### src/rtl/cpu_jump_call_return_unit_defines.svh
// ---------------------------------------------------------------------------
// cpu_jump_call_return_unit_defines.svh
// Assertion macros for the jump/call/return unit. They sample on i_clk and
// stay quiet while i_rst_n is low.
// ---------------------------------------------------------------------------
`ifndef CPU_JUMP_CALL_RETURN_UNIT_DEFINES_SVH
`define CPU_JUMP_CALL_RETURN_UNIT_DEFINES_SVH

// Same-cycle implication: cons must hold whenever ante holds.
`define CJCR_ASSERT_IMP(lbl, ante, cons, msg) \
    lbl: assert property (@(posedge i_clk) disable iff (!i_rst_n) (ante) |-> (cons)) \
        else $error(msg);

// Next-cycle implication: cons must hold in the cycle after ante.
`define CJCR_ASSERT_NXT(lbl, ante, cons, msg) \
    lbl: assert property (@(posedge i_clk) disable iff (!i_rst_n) (ante) |=> (cons)) \
        else $error(msg);

`endif

### src/rtl/cjcr_pkg.sv
// ---------------------------------------------------------------------------
// cjcr_pkg
// Opcodes, instruction classes and stage payload types shared by the
// jump/call/return pipeline.
// ---------------------------------------------------------------------------
package cjcr_pkg;

    // instruction classes
    localparam logic [2:0] CLS_UNK  = 3'd0;
    localparam logic [2:0] CLS_JR   = 3'd1;
    localparam logic [2:0] CLS_JP   = 3'd2;
    localparam logic [2:0] CLS_CALL = 3'd3;
    localparam logic [2:0] CLS_RST  = 3'd4;
    localparam logic [2:0] CLS_RET  = 3'd5;
    localparam logic [2:0] CLS_JPHL = 3'd6;

    // opcodes
    localparam logic [7:0] OP_JR     = 8'h18;
    localparam logic [7:0] OP_JR_NZ  = 8'h20;
    localparam logic [7:0] OP_JR_Z   = 8'h28;
    localparam logic [7:0] OP_JR_NC  = 8'h30;
    localparam logic [7:0] OP_JR_C   = 8'h38;
    localparam logic [7:0] OP_JP     = 8'hC3;
    localparam logic [7:0] OP_JP_NZ  = 8'hC2;
    localparam logic [7:0] OP_JP_Z   = 8'hCA;
    localparam logic [7:0] OP_JP_NC  = 8'hD2;
    localparam logic [7:0] OP_JP_C   = 8'hDA;
    localparam logic [7:0] OP_CALL   = 8'hCD;
    localparam logic [7:0] OP_CALL_NZ = 8'hC4;
    localparam logic [7:0] OP_CALL_Z = 8'hCC;
    localparam logic [7:0] OP_CALL_NC = 8'hD4;
    localparam logic [7:0] OP_CALL_C = 8'hDC;
    localparam logic [7:0] OP_RST_00 = 8'hC7;
    localparam logic [7:0] OP_RST_08 = 8'hCF;
    localparam logic [7:0] OP_RST_10 = 8'hD7;
    localparam logic [7:0] OP_RST_18 = 8'hDF;
    localparam logic [7:0] OP_RST_20 = 8'hE7;
    localparam logic [7:0] OP_RST_28 = 8'hEF;
    localparam logic [7:0] OP_RST_30 = 8'hF7;
    localparam logic [7:0] OP_RST_38 = 8'hFF;
    localparam logic [7:0] OP_RET    = 8'hC9;
    localparam logic [7:0] OP_RETI   = 8'hD9;
    localparam logic [7:0] OP_RET_NZ = 8'hC0;
    localparam logic [7:0] OP_RET_Z  = 8'hC8;
    localparam logic [7:0] OP_RET_NC = 8'hD0;
    localparam logic [7:0] OP_RET_C  = 8'hD8;
    localparam logic [7:0] OP_JP_HL  = 8'hE9;

    // condition codes, opcode bits 4..3
    localparam logic [1:0] CC_NZ = 2'd0;
    localparam logic [1:0] CC_Z  = 2'd1;
    localparam logic [1:0] CC_NC = 2'd2;
    localparam logic [1:0] CC_C  = 2'd3;

    localparam int FLAG_Z_BIT = 7;
    localparam int FLAG_C_BIT = 4;

    // decoded control, built in the decode stage
    typedef struct packed {
        logic [2:0] cls;
        logic       taken;
        logic       ime;
        logic [2:0] rst_vec;
    } t_dec;

    // decode stage -> address stage
    typedef struct packed {
        t_dec        dec;
        logic [15:0] pc;
        logic [15:0] sp;
        logic [15:0] hl;
        logic [15:0] imm;
        logic [15:0] stk;
    } t_s1_data;

    // address stage -> select stage
    typedef struct packed {
        t_dec        dec;
        logic [15:0] seq_pc;
        logic [15:0] adj_sp;
        logic [15:0] hl;
        logic [15:0] imm;
        logic [15:0] stk;
    } t_s2_data;

endpackage

### src/rtl/cpu_jump_call_return_unit.sv
// ---------------------------------------------------------------------------
// cpu_jump_call_return_unit
// Three-stage pipeline that resolves one jump, call, restart or return
// instruction per beat into next PC, next SP and stack-push information.
// ---------------------------------------------------------------------------
//
//  channel  handshake          payload
//  -------  -----------------  ------------------------------------------------
//  input    i_valid / o_ready  i_op i_pc i_sp i_flags i_hl i_imm_word
//                              i_stack_word
//  output   o_valid / i_ready  o_next_pc o_next_sp o_branch_taken o_push_valid
//                              o_push_word o_ime_set o_unknown_op
//
//  One beat enters per cycle while o_ready is high. A beat passes through the
//  decode, address and select register stages in that order, and its result is
//  held on the outputs until i_ready takes it.
//  Reset (synchronous, active low) empties all stages; there is no other state.
//  A stall on the output backs up stage by stage: a stage holds its beat
//  while the one after it is full and not moving, so bubbles are squeezed out
//  and no beat is lost or repeated.
//
`include "cpu_jump_call_return_unit_defines.svh"

module cpu_jump_call_return_unit
    import cjcr_pkg::*;
(
    input  logic        i_clk,
    input  logic        i_rst_n,
    input  logic        i_valid,
    output logic        o_ready,
    input  logic [7:0]  i_op,
    input  logic [15:0] i_pc,
    input  logic [15:0] i_sp,
    input  logic [7:0]  i_flags,
    input  logic [15:0] i_hl,
    input  logic [15:0] i_imm_word,
    input  logic [15:0] i_stack_word,
    output logic        o_valid,
    input  logic        i_ready,
    output logic [15:0] o_next_pc,
    output logic [15:0] o_next_sp,
    output logic        o_branch_taken,
    output logic        o_push_valid,
    output logic [15:0] o_push_word,
    output logic        o_ime_set,
    output logic        o_unknown_op
);

    logic     s1_valid;
    logic     s1_ready;
    t_s1_data s1_data;
    logic     s2_valid;
    logic     s2_ready;
    t_s2_data s2_data;

    // decode: classify opcode, evaluate NZ/Z/NC/C condition
    cjcr_decode_stage u_decode (
        .i_clk        (i_clk),
        .i_rst_n      (i_rst_n),
        .i_valid      (i_valid),
        .o_ready      (o_ready),
        .i_op         (i_op),
        .i_pc         (i_pc),
        .i_sp         (i_sp),
        .i_flags      (i_flags),
        .i_hl         (i_hl),
        .i_imm_word   (i_imm_word),
        .i_stack_word (i_stack_word),
        .o_valid      (s1_valid),
        .i_ready      (s1_ready),
        .o_data       (s1_data)
    );

    // address: fall-through PC past operand bytes, SP push/pop adjust
    cjcr_addr_stage u_addr (
        .i_clk   (i_clk),
        .i_rst_n (i_rst_n),
        .i_valid (s1_valid),
        .o_ready (s1_ready),
        .i_data  (s1_data),
        .o_valid (s2_valid),
        .i_ready (s2_ready),
        .o_data  (s2_data)
    );

    // select: relative target add, final PC mux, output register
    cjcr_select_stage u_select (
        .i_clk          (i_clk),
        .i_rst_n        (i_rst_n),
        .i_valid        (s2_valid),
        .o_ready        (s2_ready),
        .i_data         (s2_data),
        .o_valid        (o_valid),
        .i_ready        (i_ready),
        .o_next_pc      (o_next_pc),
        .o_next_sp      (o_next_sp),
        .o_branch_taken (o_branch_taken),
        .o_push_valid   (o_push_valid),
        .o_push_word    (o_push_word),
        .o_ime_set      (o_ime_set),
        .o_unknown_op   (o_unknown_op)
    );

    // unknown opcodes leave every side effect off
    `CJCR_ASSERT_IMP(a_unknown_quiet, o_valid && o_unknown_op, !o_branch_taken && !o_push_valid && !o_ime_set && (o_push_word == 16'd0), "unknown opcode with side effects")
    // a push only happens on a taken call or restart
    `CJCR_ASSERT_IMP(a_push_taken, o_valid && o_push_valid, o_branch_taken && !o_unknown_op, "push without taken branch")
    // RETI always returns
    `CJCR_ASSERT_IMP(a_reti_taken, o_valid && o_ime_set, o_branch_taken && !o_push_valid, "RETI not taken as a return")
    // a beat handed from decode reaches the address stage
    `CJCR_ASSERT_NXT(a_s2_fill, s1_valid && s1_ready, s2_valid, "beat lost between decode and address")

endmodule

### src/rtl/cjcr_decode_stage.sv
// ---------------------------------------------------------------------------
// cjcr_decode_stage
// Stage 1: classify the opcode, evaluate its condition and register the beat.
// ---------------------------------------------------------------------------
module cjcr_decode_stage
    import cjcr_pkg::*;
(
    input  logic        i_clk,
    input  logic        i_rst_n,
    input  logic        i_valid,
    output logic        o_ready,
    input  logic [7:0]  i_op,
    input  logic [15:0] i_pc,
    input  logic [15:0] i_sp,
    input  logic [7:0]  i_flags,
    input  logic [15:0] i_hl,
    input  logic [15:0] i_imm_word,
    input  logic [15:0] i_stack_word,
    output logic        o_valid,
    input  logic        i_ready,
    output t_s1_data    o_data
);

    logic     r_valid;
    t_s1_data r_data;
    t_s1_data n_data;
    logic     cond_ok;
    logic     flag_z;
    logic     flag_c;

    assign flag_z = i_flags[FLAG_Z_BIT];
    assign flag_c = i_flags[FLAG_C_BIT];

    always_comb begin
        unique case (i_op[4:3])
            CC_NZ:   cond_ok = !flag_z;
            CC_Z:    cond_ok = flag_z;
            CC_NC:   cond_ok = !flag_c;
            CC_C:    cond_ok = flag_c;
            default: cond_ok = 1'b0;
        endcase
    end

    always_comb begin
        n_data.pc          = i_pc;
        n_data.sp          = i_sp;
        n_data.hl          = i_hl;
        n_data.imm         = i_imm_word;
        n_data.stk         = i_stack_word;
        n_data.dec.rst_vec = i_op[5:3];
        n_data.dec.ime     = (i_op == OP_RETI);
        unique case (i_op)
            OP_JR: begin
                n_data.dec.cls   = CLS_JR;
                n_data.dec.taken = 1'b1;
            end
            OP_JR_NZ, OP_JR_Z, OP_JR_NC, OP_JR_C: begin
                n_data.dec.cls   = CLS_JR;
                n_data.dec.taken = cond_ok;
            end
            OP_JP: begin
                n_data.dec.cls   = CLS_JP;
                n_data.dec.taken = 1'b1;
            end
            OP_JP_NZ, OP_JP_Z, OP_JP_NC, OP_JP_C: begin
                n_data.dec.cls   = CLS_JP;
                n_data.dec.taken = cond_ok;
            end
            OP_CALL: begin
                n_data.dec.cls   = CLS_CALL;
                n_data.dec.taken = 1'b1;
            end
            OP_CALL_NZ, OP_CALL_Z, OP_CALL_NC, OP_CALL_C: begin
                n_data.dec.cls   = CLS_CALL;
                n_data.dec.taken = cond_ok;
            end
            OP_RST_00, OP_RST_08, OP_RST_10, OP_RST_18,
            OP_RST_20, OP_RST_28, OP_RST_30, OP_RST_38: begin
                n_data.dec.cls   = CLS_RST;
                n_data.dec.taken = 1'b1;
            end
            OP_RET, OP_RETI: begin
                n_data.dec.cls   = CLS_RET;
                n_data.dec.taken = 1'b1;
            end
            OP_RET_NZ, OP_RET_Z, OP_RET_NC, OP_RET_C: begin
                n_data.dec.cls   = CLS_RET;
                n_data.dec.taken = cond_ok;
            end
            OP_JP_HL: begin
                n_data.dec.cls   = CLS_JPHL;
                n_data.dec.taken = 1'b1;
            end
            default: begin
                n_data.dec.cls   = CLS_UNK;
                n_data.dec.taken = 1'b0;
            end
        endcase
    end

    assign o_ready = !r_valid || i_ready;

    always_ff @(posedge i_clk) begin
        if (!i_rst_n) begin
            r_valid <= 1'b0;
        end else if (o_ready) begin
            r_valid <= i_valid;
        end
    end

    // hold payload while stalled
    always_ff @(posedge i_clk) begin
        if (o_ready && i_valid) begin
            r_data <= n_data;
        end
    end

    assign o_valid = r_valid;
    assign o_data  = r_data;

endmodule

### src/rtl/cjcr_addr_stage.sv
// ---------------------------------------------------------------------------
// cjcr_addr_stage
// Stage 2: form the fall-through PC and the adjusted stack pointer.
// ---------------------------------------------------------------------------
module cjcr_addr_stage
    import cjcr_pkg::*;
(
    input  logic     i_clk,
    input  logic     i_rst_n,
    input  logic     i_valid,
    output logic     o_ready,
    input  t_s1_data i_data,
    output logic     o_valid,
    input  logic     i_ready,
    output t_s2_data o_data
);

    logic        r_valid;
    t_s2_data    r_data;
    t_s2_data    n_data;
    logic [15:0] pc_inc;
    logic [15:0] sp_delta;

    always_comb begin
        unique case (i_data.dec.cls)
            CLS_JR:           pc_inc = 16'd1;
            CLS_JP, CLS_CALL: pc_inc = 16'd2;
            default:          pc_inc = 16'd0;
        endcase
        // push moves SP down by two, pop moves it up by two
        sp_delta = 16'd0;
        if (i_data.dec.taken) begin
            unique case (i_data.dec.cls)
                CLS_CALL, CLS_RST: sp_delta = 16'hFFFE;
                CLS_RET:           sp_delta = 16'd2;
                default:           sp_delta = 16'd0;
            endcase
        end
    end

    always_comb begin
        n_data.dec    = i_data.dec;
        n_data.seq_pc = i_data.pc + pc_inc;
        n_data.adj_sp = i_data.sp + sp_delta;
        n_data.hl     = i_data.hl;
        n_data.imm    = i_data.imm;
        n_data.stk    = i_data.stk;
    end

    assign o_ready = !r_valid || i_ready;

    always_ff @(posedge i_clk) begin
        if (!i_rst_n) begin
            r_valid <= 1'b0;
        end else if (o_ready) begin
            r_valid <= i_valid;
        end
    end

    always_ff @(posedge i_clk) begin
        if (o_ready && i_valid) begin
            r_data <= n_data;
        end
    end

    assign o_valid = r_valid;
    assign o_data  = r_data;

endmodule

### src/rtl/cjcr_select_stage.sv
// ---------------------------------------------------------------------------
// cjcr_select_stage
// Stage 3: add the relative offset, pick the target and hold the result beat.
// ---------------------------------------------------------------------------
module cjcr_select_stage
    import cjcr_pkg::*;
(
    input  logic        i_clk,
    input  logic        i_rst_n,
    input  logic        i_valid,
    output logic        o_ready,
    input  t_s2_data    i_data,
    output logic        o_valid,
    input  logic        i_ready,
    output logic [15:0] o_next_pc,
    output logic [15:0] o_next_sp,
    output logic        o_branch_taken,
    output logic        o_push_valid,
    output logic [15:0] o_push_word,
    output logic        o_ime_set,
    output logic        o_unknown_op
);

    logic        r_valid;
    logic [15:0] r_next_pc;
    logic [15:0] r_next_sp;
    logic        r_branch_taken;
    logic        r_push_valid;
    logic [15:0] r_push_word;
    logic        r_ime_set;
    logic        r_unknown_op;
    logic [15:0] n_next_pc;
    logic        n_push_valid;
    logic [15:0] jr_target;

    assign jr_target = i_data.seq_pc + {{8{i_data.imm[7]}}, i_data.imm[7:0]};

    always_comb begin
        n_next_pc = i_data.seq_pc;
        if (i_data.dec.taken) begin
            unique case (i_data.dec.cls)
                CLS_JR:           n_next_pc = jr_target;
                CLS_JP, CLS_CALL: n_next_pc = i_data.imm;
                CLS_RST:          n_next_pc = {10'd0, i_data.dec.rst_vec, 3'd0};
                CLS_RET:          n_next_pc = i_data.stk;
                CLS_JPHL:         n_next_pc = i_data.hl;
                default:          n_next_pc = i_data.seq_pc;
            endcase
        end
    end

    assign n_push_valid = i_data.dec.taken &&
                          ((i_data.dec.cls == CLS_CALL) || (i_data.dec.cls == CLS_RST));

    assign o_ready = !r_valid || i_ready;

    always_ff @(posedge i_clk) begin
        if (!i_rst_n) begin
            r_valid <= 1'b0;
        end else if (o_ready) begin
            r_valid <= i_valid;
        end
    end

    always_ff @(posedge i_clk) begin
        if (o_ready && i_valid) begin
            r_next_pc      <= n_next_pc;
            r_next_sp      <= i_data.adj_sp;
            r_branch_taken <= i_data.dec.taken;
            r_push_valid   <= n_push_valid;
            r_push_word    <= n_push_valid ? i_data.seq_pc : 16'd0;
            r_ime_set      <= i_data.dec.ime;
            r_unknown_op   <= (i_data.dec.cls == CLS_UNK);
        end
    end

    assign o_valid        = r_valid;
    assign o_next_pc      = r_next_pc;
    assign o_next_sp      = r_next_sp;
    assign o_branch_taken = r_branch_taken;
    assign o_push_valid   = r_push_valid;
    assign o_push_word    = r_push_word;
    assign o_ime_set      = r_ime_set;
    assign o_unknown_op   = r_unknown_op;

endmodule
### config.mk
export PLATFORM = sky130hd
export DESIGN_NAME = cpu_jump_call_return_unit
export DESIGN_NICKNAME = d
export VERILOG_FILES = /design/src/rtl/cjcr_pkg.sv /design/src/rtl/cpu_jump_call_return_unit.sv /design/src/rtl/cjcr_decode_stage.sv /design/src/rtl/cjcr_addr_stage.sv /design/src/rtl/cjcr_select_stage.sv
export VERILOG_INCLUDE_DIRS = /design/src /design/src/rtl
export SDC_FILE = /design/constraint.sdc
export NUM_CORES = 1
export LEC_CHECK = 0
export BUFFER_PORTS_ARGS = -buffer_cell sky130_fd_sc_hd__buf_2
export CAP_MARGIN = 20
export CORE_AREA = 2 2 160 162
export DETAILED_ROUTE_END_ITERATION = 16
export DIE_AREA = 0 0 162 164
export PLACE_DENSITY = 0.61
export RECOVER_POWER = 25
export SLEW_MARGIN = 20
export SYNTH_ARGS = -nofsm -noshare
export SYNTH_HDL_FRONTEND = slang
export SYNTH_HIERARCHICAL = 1
export SYNTH_SLANG_ARGS = --single-unit
### constraint.sdc
create_clock -name i_clk -period 5.21 [get_ports i_clk]
set_input_delay 0.521 -clock i_clk [delete_from_list [all_inputs] [get_ports i_clk]]
set_output_delay 0.521 -clock i_clk [all_outputs]
set_load 0.01 [all_outputs]
==> metrics.yaml, run 1 <==
status: "complete, no violations"
critPathKind: "register to register"
cts.repair.resized: 0
synth_top_area_share: 0.695
totalPowerFinal_mw: 4.28
syn-num-nets: 796
reg2reg_depth: 10
final.period_utilization: 0.575
synth.distinct_cells: 68
clock_power_share: 0.418
cts-buffers-inserted: 26
power.share.sequential: 0.511
setup_viol_count_final: 0
cts_root_buffer: "clkbuf_16"
synth_sequential_area_ratio: 0.701
comb_power_share: 0.071
net-switching-power_mw: 0.941
hold_viol: 0
max_slew.worst_pin.slew_ns: 1.11
global_routing_s_busiest_layer: "met2"
p_leak_nw: 4.48
slew_violations: 0
synth.yosys.warnings: 6
cell_internal_pwr_mw: 3.34
die_width_um: 162
clockBufferDepth: 3
clk_pin_slew_ns: 0.06
initialDrtViolationCount: 416
antenna_left: 0
synth_fa_ha_area_frac: 0.0455
critPathBufInv: 1
route.vias.total: 5886
clock_insertion_delay_worst_skew_ns: 0.52
fp.dieArea_sq_um: 26600
area_growth_syn_to_layout_pct: 19.4
post_synth_and_or_nand_nor_area_fraction: 0.0848
minimum_clock_period_ns: 3.00
antenna_found_initial: 5
grt-ovfl-total: 0
timing.hold.worst.class: "input port to register"
initial_utilization: 0.397
skew_ns: 0.00684
tritoncts: "built"
worst_r2r_src: "u_decode/o_data[86]"
crit_path_top_delay_cell: "edfxtp_1"
route.detailed.drc: 0
critPathMaxStageDelay_ns: 0.43
critPathTopFamily: "compound AO/OA/AOI/OAI gates"
worst-endpoint-arrival_ns: 3.26
drive_above_1_share: 0.237
synth_xor_area_frac: 0.0356
power.switching_fraction: 0.220
regToRegSetupSlack_ns: 2.21
gpl.final_weighted_congestion: 0.861
ys_async_sr_fraction: 0
grtUsageMet3: 0.0374
yosys_reg_bits: 231
design.portCount: 154
muxShareOfSynthArea: 0.00826
synth_top_family_by_area: "compound AO/OA/AOI/OAI gates"
cp_num_cells: 10
worstPathCellList: "nand2b_1 > o21ai_0 > nand2_1 > inv_1 > ha_1 > a21o_1 > a21oi_2 > nand2_2 > a21o_1 > a311o_1"
cts_hold_repair.buffers: 0
worst_ep_required_time_ns: 5.48
rr_endpoint: "u_addr/o_data[56]"
postSynth.topFlopCell: "edfxtp_1"
design.final.nets: 952
cts-htree-levels: 1
wl_per_cell_um: 17.1
achievable-frequency_ghz: 0.334
critical_path.endpoint_type: "register"
hold-worst-slack_ns: 0.169
place.port_buffers: 147
routed_via_density: 5.04
maxSlewHeadroom: 0.256
use_met1: 0.194
yosys-top-cells-area: "edfxtp_1 (70%), ha_1 (3.9%), xnor2_1 (2.5%)"
placeableCoreArea_sq_um: 24800
worstPathMaxFanout: 13
number_of_standard_cells_after_synthesis: 662
critical_path.startpoint_type: "register"
drt_pass1_iterations: 5
hold_start: "i_sp[14]"
detailedPlacementHpwl_um: 13900
hold_end: "u_decode/o_data[62]"
synth-edff-count: 228
first_pass_grt_wire_length_um: 30800
setup_repair_after_global_routing_missed_its_margin: "false"
hold_depth: 1
final_common_cell: "edfxtp_1"
die_h_um: 164
postCtsSetupRepairBufs: 0
row_count: 58
number_of_global_route_vias_before_repair: 5763
cts_num_sinks: 231
grt_max_degree: 63
global_route.usage.total: 0.150
layout_common_cells: "edfxtp_1 (228), buf_2 (130), nand2_1 (41), a21oi_1 (34), ha_1 (31)"
power_density_nw_per_um2: 364
drv.max_cap_violation_count: 0
syn_avg_cell_area_sq_um: 14.9
met2_resource_use_gr: 0.254
syn_area_sq_um: 9850
crit_top_cell: "a21o_1"
synth-compound-area-share: 0.104
irDropWorstVdd_v: 0.000255
setup_tns_ns: 0
synthDominantAreaCellType: "edfxtp_1"
totalWireLength_um: 19900
area by class of cell:
type / count / area, sq um
antenna: 2 / 5.00
clock buffer: 28 / 658
clock inverter: 19 / 191
fill: 2241 / 13100
inverter: 21 / 78.8
multi-input combinational: 385 / 2750
sequential: 231 / 6910
tap: 330 / 413
timing repair buffer: 153 / 759
worst register-to-register path, delay by kind of cell (launching register included):
family,cells,cell delay [ns]
AO/OA/AOI/OAI,5,1.11
adder cells (fa/ha/maj),1,0.39
buffers and inverters,1,0.38
flip-flops,1,0.43
AND/OR/NAND/NOR,3,0.44
logic make-up (layout without fill, tap and decap cells):
group,count (synthesis),after routing
AOI/OAI and AO/OA,144,144
xor gates and xnor gates,40,40
adders and majority gates,34,34
buffers and inverters,46,221
DFF,231,231
muxes,8,8
other,0,2
and+or+nand+nor,159,159
Yosys cell counts (6+ instances only):
cell,instances
a22o_1,14
o21ai_0,12
nand4_1,7
o21ai_1,8
and2_1,6
nor2b_1,8
a21oi_1,34
nand3_1,13
nand2_1,41
nor3_1,7
xor2_1,12
clkbuf_1,13
nor2_1,30
a21o_1,9
mux2i_1,7
buf_2,7
xnor2_1,28
nand2b_1,9
and3_1,23
edfxtp_1,228
inv_1,20
o211ai_1,8
ha_1,31
a22oi_1,12
routing by layer:
layer | vias to the layer above | wire length, um
met2 | 183 | 9510
li1 | 2881 | -
met4 | 6 | 403
met1 | 2780 | 8650
met5 | - | 42
met3 | 36 | 1340
power groups by stage:
stage	Combinational [mW]	Sequential, mW	Clock (mW)
2_1_floorplan	0.201	2.22	0
3_3_place_gp	0.302	2.23	0
3_5_place_dp	0.305	2.23	0
4_1_cts	0.307	2.19	1.84
5_1_grt	0.339	2.20	1.91
6_report	0.303	2.19	1.79
worst max path at each step:
stage	from	to	slack, ns
floorplan	i_ready	u_decode/o_data[0]	1.75
global placement	u_decode/o_data[86]	u_addr/o_data[56]	2.23
detailed placement	u_decode/o_data[86]	u_addr/o_data[56]	2.23
CTS	u_decode/o_data[86]	u_addr/o_data[56]	2.21
global route	u_decode/o_data[86]	u_addr/o_data[56]	2.03
finish	u_decode/o_data[86]	u_addr/o_data[56]	2.21
flip-flops by register name, indices dropped and copies added (netlist names), 16 cells and up:
register              cells
u_select/o_push_word     16
u_decode/o_data          88
u_select/o_next_sp       16
u_select/o_next_pc       16
u_addr/o_data            88
stage by stage:
step / instance area [sq um] / util / cells / worst slack (ns)
floorplan: 9850 / - / 662 / 1.75
global placement: 10900 / 0.440 / 1120 / 2.23
detailed placement: 10900 / 0.440 / 1120 / 2.23
CTS: 11800 / 0.474 / 1167 / 2.21
global route: 11800 / 0.474 / 1168 / 2.03
finish: 11800 / 0.474 / 1169 / 2.21
Power figures use the tool's default switching activity.
==> run 2, diff against run 1 <==
- PLACE_DENSITY: 0.61 -> 0.64
- clock period: 5.21 -> 2.7 ns (I/O delays scaled with it)
==> run 2 against run 1 <==
Effect of this change: critical endpoint unchanged; largest power group unchanged; register-to-register slack got worse by 2.1 ns; sequential share of layout area fell by 5.0 points; final area rose by 9.4%; largest cell class unchanged; critical path type unchanged.
==> metrics.yaml, run 2 (same netlist as run 1, synthesis figures left out) <==
status: "complete, no violations"
regToRegSetupSlack_ns: 0.11  # -2.11 ns
global_route.usage.total: 0.157  # +0.00692
antenna_left: 0  # unchanged
critical_path.startpoint_type: "register"
minimum_clock_period_ns: 2.59  # -0.403 ns
wl_per_cell_um: 16.7  # -2.2%
achievable-frequency_ghz: 0.386  # +16%
place.port_buffers: 147  # unchanged
drt_pass1_iterations: 5  # unchanged
setup_viol_count_final: 0  # unchanged
rr_endpoint: "u_addr/o_data[56]"
grt-ovfl-total: 0  # unchanged
layout_common_cells: "edfxtp_1 (228), buf_2 (138), dlygate4sd3_1 (82), nand2_1 (41), a21oi_1 (32)"
die_h_um: 164  # unchanged
antenna_found_initial: 1  # -4
cts_num_sinks: 231  # unchanged
cts-buffers-inserted: 25  # -3.8%
clockBufferDepth: 3  # unchanged
totalWireLength_um: 21200  # +6.4%
area_growth_syn_to_layout_pct: 30.6
final.period_utilization: 0.960  # +0.385
critical_path.endpoint_type: "register"
skew_ns: 0.00997  # +0.00313 ns
detailedPlacementHpwl_um: 14300  # +2.6%
first_pass_grt_wire_length_um: 32500  # +5.3%
power_density_nw_per_um2: 666  # +83%
cts_root_buffer: "clkbuf_16"
route.vias.total: 6241  # +6.0%
hold_depth: 2  # +1
drive_above_1_share: 0.248  # +0.0110
tritoncts: "built"
grt_max_degree: 53  # -16%
clk_pin_slew_ns: 0.06  # about the same
hold_start: "i_rst_n"
initial_utilization: 0.397  # unchanged
routed_via_density: 4.91  # -2.6%
seqCellArea_sq_um: 6910  # unchanged
design.portCount: 154  # unchanged
p_leak_nw: 5.01  # +12%
hold-worst-slack_ns: 0.0329  # -0.137 ns
n_fill_cell: 2103  # -6.2%
drv.max_cap_violation_count: 0  # unchanged
placeableCoreArea_sq_um: 24800  # unchanged
initialDrtViolationCount: 424  # +1.9%
worstPathMaxFanout: 5  # -8
maxSlewHeadroom: 0.532  # +0.276
die_width_um: 162  # unchanged
critPathKind: "register to register"
worst_r2r_src: "u_decode/o_data[86]"
timing.hold.worst.class: "input port to register"
hold_end: "u_select/o_valid"
irDropWorstVdd_v: 0.000509  # +99%
gpl.final_weighted_congestion: 0.839  # -2.6%
worst-endpoint-arrival_ns: 2.85  # -0.41 ns
fp.dieArea_sq_um: 26600  # unchanged
hold_viol: 0  # unchanged
row_count: 58  # unchanged
final_common_cell: "edfxtp_1"
design.final.nets: 1057  # +11%
number_of_global_route_vias_before_repair: 6116  # +6.1%
cts-htree-levels: 1  # unchanged
setup_tns_ns: 0  # unchanged
max_slew.worst_pin.slew_ns: 0.702  # -0.407 ns
multiInputGateArea_sq_um: 2780  # +1.1%
reg2reg_depth: 11  # +1
route.detailed.drc: 0  # unchanged
clock_insertion_delay_worst_skew_ns: 0.52  # about the same
layout_utilization: 0.518  # +0.0444
slew_violations: 0  # unchanged
worst_ep_required_time_ns: 2.96  # -2.52 ns
-- run 2: changes by cell type in the layout (fill, tap and decap cells not counted), moves of 2 or more --
cell	previous run	this run
bufinv_16	3	6
o21ai_0	12	10
buf_2	130	138
o21ai_1	8	10
a21oi_1	34	32
buf_12	0	3
dlygate4sd3_1	0	82
clkbuf_1	19	10
buf_4	6	27
clkinv_2	6	9
clkinvlp_4	3	0
-- run 2: per-layer routing --
metal  vias to the layer above  global-route usage  routed length, um
met5                         -                   0                  0
met4                         0              0.0539                608
met2                       176               0.256               9920
li1                       3088                   -                  -
met1                      2937               0.216               9730
met3                        40              0.0215                959
-- run 2: timing repair --
item                       CTS  global route
hold endpoints to repair    82             0
hold buffers                82             0
setup endpoints to repair    0             6
setup buffers                0             3
gates resized for setup      0            10
-- run 2: power by group --
group	leakage (nW)	total (mW)	internal [mW]	switching, mW
logic	2.36	0.739	0.349	0.390
clock network	0.438	3.61	2.26	1.35
registers	2.21	4.21	4.14	0.0678
total	5.01	8.56	6.75	1.81
-- run 2: worst max-delay path, cell delays in order (launching register included) --
cell and delay [ns]:
edfxtp_1 0.40, buf_4 0.15, nand3b_1 0.08, o21ai_0 0.08
nand2_1 0.10, inv_2 0.07, ha_1 0.35, a21o_1 0.22
a21oi_2 0.23, nand2_2 0.11, a21o_1 0.19, a311o_1 0.35
-- run 2: layout make-up --
class,instances,share of cell area
Tap cell,330,0.0321
Multi-Input combinational cell,385,0.216
Clock buffer,26,0.0489
Clock inverter,19,0.0191
Antenna cell,1,0.000195
Sequential cell,231,0.537
Inverter,21,0.00613
Timing Repair Buffer,259,0.141
-- run 2: worst max-delay path by stage --
stage / startpoint / to / slack, ns / depth (start not counted)
after floorplan: u_decode/o_data[86] / u_addr/o_data[56] / 0.06 / 10
after global placement: u_decode/o_data[86] / u_addr/o_data[63] / 0.14 / 11
after detailed placement: u_decode/o_data[86] / u_addr/o_data[56] / 0.07 / 10
after CTS: u_decode/o_data[86] / u_addr/o_data[56] / 0.06 / 10
after global routing: u_decode/o_data[87] / u_addr/o_data[62] / -0.00008 / 12
final: u_decode/o_data[86] / u_addr/o_data[56] / 0.11 / 11
-- run 2: metrics by stage --
step	area [sq um]	power, mW	setup WS, ns	std cells
2_1_floorplan	9850	4.66	0.0639	662
3_3_place_gp	11100	4.90	0.141	1141
3_5_place_dp	11100	4.92	0.0715	1141
4_1_cts	12800	8.64	0.0614	1268
5_1_grt	12900	8.87	-0.0000813	1272
6_report	12900	8.56	0.107	1272
